### src/rtl/markup_tag_nesting_checker_assert.svh
`ifndef MARKUP_TAG_NESTING_CHECKER_ASSERT_SVH
`define MARKUP_TAG_NESTING_CHECKER_ASSERT_SVH

// same-cycle implication, checked on clk, off while rst_n is low
`define MTNC_ASSERT_NOW(label, ante, cons) \
  label: assert property (@(posedge clk) disable iff (!rst_n) (ante) |-> (cons)) \
    else $error("mtnc check failed");

// next-cycle implication, checked on clk, off while rst_n is low
`define MTNC_ASSERT_NEXT(label, ante, cons) \
  label: assert property (@(posedge clk) disable iff (!rst_n) (ante) |=> (cons)) \
    else $error("mtnc check failed");

`endif

### src/rtl/mtnc_pkg.sv
package mtnc_pkg;

  localparam int STACK_DEPTH  = 32;
  localparam int MAX_NAME_LEN = 9;

  localparam int CHAR_W   = 8;
  localparam int ERR_W    = 3;
  localparam int LETTER_W = 5;
  localparam int LEN_W    = $clog2(MAX_NAME_LEN + 1);
  localparam int SLOT_W   = (MAX_NAME_LEN > 1) ? $clog2(MAX_NAME_LEN) : 1;
  localparam int CNT_W    = $clog2(STACK_DEPTH + 1);
  localparam int IDX_W    = (STACK_DEPTH > 1) ? $clog2(STACK_DEPTH) : 1;
  localparam int PFX_LEN  = 8;
  localparam int PFX_W    = 4;

  localparam logic [CHAR_W-1:0] CH_LT    = 8'h3C;
  localparam logic [CHAR_W-1:0] CH_GT    = 8'h3E;
  localparam logic [CHAR_W-1:0] CH_SLASH = 8'h2F;
  localparam logic [CHAR_W-1:0] CH_BANG  = 8'h21;
  localparam logic [CHAR_W-1:0] CH_RBRK  = 8'h5D;
  localparam logic [CHAR_W-1:0] CH_A     = 8'h41;
  localparam logic [CHAR_W-1:0] CH_Z     = 8'h5A;

  typedef enum logic [2:0] {
    MODE_START,
    MODE_LT,
    MODE_OPEN,
    MODE_CLOSE,
    MODE_PREFIX,
    MODE_CDATA,
    MODE_TEXT
  } mode_t;

  typedef enum logic [ERR_W-1:0] {
    ERR_NONE,
    ERR_TAG,
    ERR_CLOSE,
    ERR_CDATA,
    ERR_UNCLOSED,
    ERR_OVERFLOW,
    ERR_OUTSIDE
  } err_t;

  typedef logic [MAX_NAME_LEN-1:0][LETTER_W-1:0] name_t;

  typedef struct packed {
    name_t            name;
    logic [LEN_W-1:0] len;
  } stack_entry_t;

  typedef struct packed {
    logic             we;
    logic [IDX_W-1:0] addr;
    stack_entry_t     data;
  } stk_wr_t;

  typedef struct packed {
    logic valid_res;
    err_t error_kind;
  } verdict_t;

  // "![CDATA[" one byte per position
  function automatic logic [CHAR_W-1:0] prefix_char(input logic [PFX_W-1:0] idx);
    logic [CHAR_W-1:0] ch;
    case (idx)
      4'd0:    ch = 8'h21;
      4'd1:    ch = 8'h5B;
      4'd2:    ch = 8'h43;
      4'd3:    ch = 8'h44;
      4'd4:    ch = 8'h41;
      4'd5:    ch = 8'h54;
      4'd6:    ch = 8'h41;
      4'd7:    ch = 8'h5B;
      default: ch = 8'h00;
    endcase
    return ch;
  endfunction

endpackage

### src/rtl/mtnc_parser.sv
module mtnc_parser (
  input  logic                          clk,
  input  logic                          rst_n,
  input  logic                          go,
  input  logic [mtnc_pkg::CHAR_W-1:0]   char_in,
  input  logic                          last,
  input  mtnc_pkg::stack_entry_t        top,
  output mtnc_pkg::stk_wr_t             stk_wr,
  output logic [mtnc_pkg::IDX_W-1:0]    rd_addr,
  output mtnc_pkg::verdict_t            verdict
);
  import mtnc_pkg::*;

  `include "markup_tag_nesting_checker_assert.svh"

  mode_t             mode_r,  mode_nxt,  mode_stp;
  err_t              err_r,   err_nxt,   err_stp;
  logic [CNT_W-1:0]  count_r, count_nxt, count_stp;
  name_t             name_r,  name_nxt,  name_stp;
  logic [LEN_W-1:0]  len_r,   len_nxt,   len_stp;
  logic [PFX_W-1:0]  pfx_r,   pfx_nxt,   pfx_stp;
  logic [1:0]        brk_r,   brk_nxt,   brk_stp;
  logic              root_r,  root_nxt,  root_stp;
  logic              is_upper;
  logic              top_match;

  assign is_upper  = (char_in >= CH_A) && (char_in <= CH_Z);
  assign top_match = (top.len == len_r) && (top.name == name_r);

  // effect of one byte on the parse state
  always_comb begin
    mode_stp  = mode_r;
    err_stp   = err_r;
    count_stp = count_r;
    name_stp  = name_r;
    len_stp   = len_r;
    pfx_stp   = pfx_r;
    brk_stp   = brk_r;
    root_stp  = root_r;
    stk_wr    = '0;
    if (err_r == ERR_NONE) begin
      case (mode_r)
        MODE_START: begin
          if (char_in == CH_LT) begin
            mode_stp = MODE_LT;
          end else begin
            err_stp = ERR_OUTSIDE;
          end
        end
        MODE_LT: begin
          name_stp = '0;
          len_stp  = '0;
          if (is_upper) begin
            mode_stp    = MODE_OPEN;
            name_stp[0] = char_in[LETTER_W-1:0];
            len_stp     = LEN_W'(1);
          end else if (char_in == CH_SLASH) begin
            mode_stp = MODE_CLOSE;
          end else if (char_in == CH_BANG) begin
            if (count_r == '0) begin
              err_stp = ERR_OUTSIDE;
            end else begin
              mode_stp = MODE_PREFIX;
              pfx_stp  = PFX_W'(1);
            end
          end else begin
            err_stp = ERR_TAG;
          end
        end
        MODE_OPEN, MODE_CLOSE: begin
          if (is_upper) begin
            if (len_r >= LEN_W'(MAX_NAME_LEN)) begin
              err_stp = ERR_TAG;
            end else begin
              name_stp[len_r[SLOT_W-1:0]] = char_in[LETTER_W-1:0];
              len_stp = len_r + LEN_W'(1);
            end
          end else if (char_in == CH_GT) begin
            if (len_r == '0) begin
              err_stp = ERR_TAG;
            end else if (mode_r == MODE_OPEN) begin
              if (count_r >= CNT_W'(STACK_DEPTH)) begin
                err_stp = ERR_OVERFLOW;
              end else begin
                stk_wr.we       = 1'b1;
                stk_wr.addr     = count_r[IDX_W-1:0];
                stk_wr.data     = '{name: name_r, len: len_r};
                count_stp       = count_r + CNT_W'(1);
                mode_stp        = MODE_TEXT;
              end
            end else begin
              if (count_r == '0 || !top_match) begin
                err_stp = ERR_CLOSE;
              end else begin
                count_stp = count_r - CNT_W'(1);
                if (count_r == CNT_W'(1)) begin
                  root_stp = 1'b1;
                end
                mode_stp = MODE_TEXT;
              end
            end
          end else begin
            err_stp = ERR_TAG;
          end
        end
        MODE_PREFIX: begin
          if (pfx_r < PFX_W'(PFX_LEN) && char_in == prefix_char(pfx_r)) begin
            pfx_stp = pfx_r + PFX_W'(1);
            if (pfx_r == PFX_W'(PFX_LEN - 1)) begin
              mode_stp = MODE_CDATA;
              brk_stp  = '0;
            end
          end else begin
            err_stp = ERR_TAG;
          end
        end
        MODE_CDATA: begin
          if (char_in == CH_RBRK) begin
            if (brk_r < 2'd2) begin
              brk_stp = brk_r + 2'd1;
            end
          end else if (char_in == CH_GT && brk_r == 2'd2) begin
            brk_stp  = '0;
            mode_stp = MODE_TEXT;
          end else begin
            brk_stp = '0;
          end
        end
        default: begin
          if (root_r) begin
            err_stp = ERR_OUTSIDE;
          end else if (char_in == CH_LT) begin
            mode_stp = MODE_LT;
          end
        end
      endcase
    end
  end

  // verdict on the final byte, and the stack read address for the next byte
  always_comb begin
    verdict.error_kind = err_stp;
    if (err_stp == ERR_NONE) begin
      if (mode_stp == MODE_CDATA) begin
        verdict.error_kind = ERR_CDATA;
      end else if (mode_stp != MODE_TEXT) begin
        verdict.error_kind = ERR_TAG;
      end else if (!root_stp) begin
        verdict.error_kind = ERR_UNCLOSED;
      end
    end
    verdict.valid_res = (verdict.error_kind == ERR_NONE);
    rd_addr = IDX_W'(count_nxt - CNT_W'(1));
  end

  always_comb begin
    mode_nxt  = mode_r;
    err_nxt   = err_r;
    count_nxt = count_r;
    name_nxt  = name_r;
    len_nxt   = len_r;
    pfx_nxt   = pfx_r;
    brk_nxt   = brk_r;
    root_nxt  = root_r;
    if (go && last) begin
      mode_nxt  = MODE_START;
      err_nxt   = ERR_NONE;
      count_nxt = '0;
      name_nxt  = '0;
      len_nxt   = '0;
      pfx_nxt   = '0;
      brk_nxt   = '0;
      root_nxt  = 1'b0;
    end else if (go) begin
      mode_nxt  = mode_stp;
      err_nxt   = err_stp;
      count_nxt = count_stp;
      name_nxt  = name_stp;
      len_nxt   = len_stp;
      pfx_nxt   = pfx_stp;
      brk_nxt   = brk_stp;
      root_nxt  = root_stp;
    end
  end

  always_ff @(posedge clk) begin
    if (!rst_n) begin
      mode_r  <= MODE_START;
      err_r   <= ERR_NONE;
      count_r <= '0;
      name_r  <= '0;
      len_r   <= '0;
      pfx_r   <= '0;
      brk_r   <= '0;
      root_r  <= 1'b0;
    end else begin
      mode_r  <= mode_nxt;
      err_r   <= err_nxt;
      count_r <= count_nxt;
      name_r  <= name_nxt;
      len_r   <= len_nxt;
      pfx_r   <= pfx_nxt;
      brk_r   <= brk_nxt;
      root_r  <= root_nxt;
    end
  end

  `MTNC_ASSERT_NOW(a_count_bound, 1'b1, count_r <= CNT_W'(STACK_DEPTH))
  `MTNC_ASSERT_NOW(a_push_room, stk_wr.we, count_r < CNT_W'(STACK_DEPTH))
  `MTNC_ASSERT_NOW(a_root_empty, root_r, count_r == '0)
  `MTNC_ASSERT_NEXT(a_verdict_clears, go && last, count_r == '0 && err_r == ERR_NONE)
  `MTNC_ASSERT_NEXT(a_error_freezes, err_r != ERR_NONE && !(go && last), $stable(count_r))

endmodule

### config.mk
export PLATFORM = sky130hd
export DESIGN_NAME = mtnc_parser
export DESIGN_NICKNAME = d
export VERILOG_FILES = /design/src/rtl/mtnc_pkg.sv /design/src/rtl/mtnc_parser.sv
export VERILOG_INCLUDE_DIRS = /design/src /design/src/rtl
export SDC_FILE = /design/constraint.sdc
export NUM_CORES = 1
export LEC_CHECK = 0
export BUFFER_PORTS_ARGS = -buffer_cell sky130_fd_sc_hd__buf_2
export CORE_MARGIN = 5
export CORE_UTILIZATION = 45
export DETAILED_ROUTE_END_ITERATION = 7
export PLACE_DENSITY_LB_ADDON = 0.2
export SLEW_MARGIN = 20
export SYNTH_ARGS = -nofsm -noshare
export SYNTH_HDL_FRONTEND = slang
export SYNTH_SLANG_ARGS = --single-unit
### constraint.sdc
create_clock -name clk -period 5.49 [get_ports clk]
set_clock_uncertainty 0.15 [all_clocks]
set_input_delay 0.8235 -clock clk [delete_from_list [all_inputs] [get_ports clk]]
set_output_delay 0.8235 -clock clk [all_outputs]
set_load 0.05 [all_outputs]
==> results.cfg <==
[outcome]
outcome = completed

[placement]
place_ws_ps = 729
port_buffers = 124
place_hpwl_mm = 11.4
place_congestion = 0.928

[timing]
tightest_slew_ps = 728
final_hold_viol_count = 0
slew_headroom_pct = 51.5
fin_crit_ps = 4870
finalSetupViolations = 0
setup_tns_ps = 0
finalMaxSlewViolations = 0
rsz0062_at_grt = false
min_period_over_period_pct = 88.7
timing.fmax_mhz = 205
fin_ws_ps = 622

[flow_run]
drv_cap = 0

[min_path]
hold_path.class = reg -> reg
min_path_cells = 2
hold_end = brk_r[0]
hold_path.startpoint = brk_r[0]

[synth]
syn_area_mm2 = 0.00500
synthFlopType = dfxtp_1
synth.net_count = 713
yosys.area.top_type = dfxtp_1
ys_seq_area_share_pct = 30.0
synth_top_area_share_pct = 30.0
netlist_instances = 636
yosysUniqueCellTypes = 60
yosysWarnings = 0
synth-edff-count = 0
syn_area_per_cell_um2 = 7.87
synth_area_leaders = dfxtp_1, xnor2_1, and2_1, nor2_1, a22oi_1
async_reset_ff_share_pct = 0
ys_ff_latch = 75

[setup_path]
critPathLaunchType = input pin
path_cells = buf_2, or4b_4, a2111oi_4, o211ai_1, nor4_1, a221o_1, o21a_1, inv_1, ha_1, inv_1, a211oi_1, xnor2_1, buf_2
crit_fanout = 9
end_kind = output port
r2r_slack_ps = 2350
reg2reg_depth = 8
setup.worst_path.class = in -> out
crit_slowest_cell = or4b_4
r2r_start = mode_r[2]
rr_endpoint = count_r[4]
crit_buf_inv = 4
cp.required_ps = 4520
slowest_delay_ps = 600
arrival_ps = 3890
crit_family = compound AO/OA/AOI/OAI gates

[route]
ant_nets = 0
drtIter0Drc = 371
detail_route.first_pass.iterations = 5
wl_mm = 15.0
viasPerCell = 5.72
vias = 5034
drc = 0
wl_per_cell_um = 17.1

[die]
die_area_mm2 = 0.0133
start_util_pct = 45.9
rows = 38
die_x_um = 115
coreArea_mm2 = 0.0109
ios = 125
die_h_um = 115

[clock_tree]
clockBufferDepth = 2
cts_tree = built
clk_latency_ps = 350
postCtsSetupRepairBufs = 0
htreeDepth = 3
cts-buffers-inserted = 9
cts.sinks = 75
clkTransAtPathRegs_ps = 90
cts_root_buf = clkbuf_8
cts-hold-fix-buffers = 0
post_cts_resize_count = 0

[pwr]
ir_drop_v = 0.000139
power.density_mw_per_mm2 = 210
p_leak_nw = 2.43

[cells_and_area]
antenna_cells = 0
final_common_cell = buf_2
layout_common_cells = buf_2, nor2_1, dfxtp_1
nNetsFinal = 813
layout-area-overhead-vs-synth_pct = 18.7
layout-drive-gt1-share_pct = 21.6

[global_route]
gr-total-overflow = 0
grt_use_total_pct = 22.3
grt_max_degree = 57
antenna_found_initial = 0
grt_pass1_vias = 4813
grt_pass1_wl_mm = 23.9
==> layer usage <==
| layer | global-route usage [%] | wire, µm | up-vias |
|---|---|---|---|
| li1 | - | - | 2459 |
| met1 | 27.7 | 6330 | 2300 |
| met2 | 38.2 | 7110 | 229 |
| met3 | 3.92 | 1030 | 46 |
| met4 | 9.55 | 539 | 0 |
| met5 | 0 | 0 | - |
==> cells in the mapped netlist, drive strengths merged, types with 7 or more instances <==
| master | instances |
|---|---|
| a31oi | 7 |
| nand3 | 14 |
| xor2 | 16 |
| dfxtp | 75 |
| a22oi | 40 |
| and2 | 67 |
| nor2 | 84 |
| xnor2 | 46 |
| o211ai | 7 |
| nor3 | 17 |
| ha | 16 |
| nand4 | 18 |
| nor4 | 9 |
| inv | 21 |
| o21ai | 22 |
| clkbuf | 32 |
| a21oi | 19 |
| nand2 | 29 |
| and3 | 9 |
==> worst reg2reg max path: cells and delay by family, from the launching register on <==
family | cells | cell delay (ps)
AO/OA/AOI/OAI | 2 | 520
buffers and inverters | 1 | 440
flip-flops | 1 | 680
AND/OR/NAND/NOR | 5 | 1240
==> area by class of cell <==
type	count	area, µm²
fill	1032	4950
multi-input combinational	501	3280
sequential	75	1500
timing repair buffer	127	643
tap	140	175
clock inverter	6	138
clock buffer	9	124
inverter	22	82.6
==> sequential cells by signal, summed over array words and instances, names as in the netlist, named ones only <==
signal,cells
name_r,45
err_r,3
mode_r,3
root_r,1
pfx_r,4
len_r,4
count_r,6
brk_r,2
==> logic make-up after synthesis <==
group	share of synthesized area (%)
fa+ha+maj	4.00
simple gates	30.0
flops	30.0
mux	1.48
xor+xnor	10.9
buf+inv	4.50
compound gates	19.2
==> worst max path at each step <==
stage            endpoint       start  slack, ps  cells past startpoint
6_report       rd_addr[4]  char_in[0]        620                     13
5_1_grt        rd_addr[4]  char_in[0]        370                     13
3_5_place_dp   rd_addr[4]  char_in[0]        730                     13
3_3_place_gp   rd_addr[4]  char_in[0]        790                     13
4_1_cts        rd_addr[4]  char_in[0]        670                     13
2_1_floorplan  rd_addr[4]  char_in[0]        260                     10
==> through the flow <==
stage                     cell area, µm²  hold slack, ps  utilization, %  std cells  power (W)
final                               5940             334            54.6        880    0.00125
after global routing                5940             374            54.6        880    0.00130
after CTS                           5940             333            54.6        880    0.00126
after detailed placement            5680             317            52.1        865   0.000697
after global placement              5680             302            52.1        865   0.000695
after floorplan                     5000             290               -        636   0.000646
==> where the power goes <==
group	internal [W]	leakage, nW	switching (W)	total (W)
clock	0.000348	0.130	0.000216	0.000564
combinational	0.0000491	1.70	0.0000873	0.000136
sequential	0.000545	0.604	0.00000385	0.000549
No activity file was read; power rests on OpenSTA's default activity.
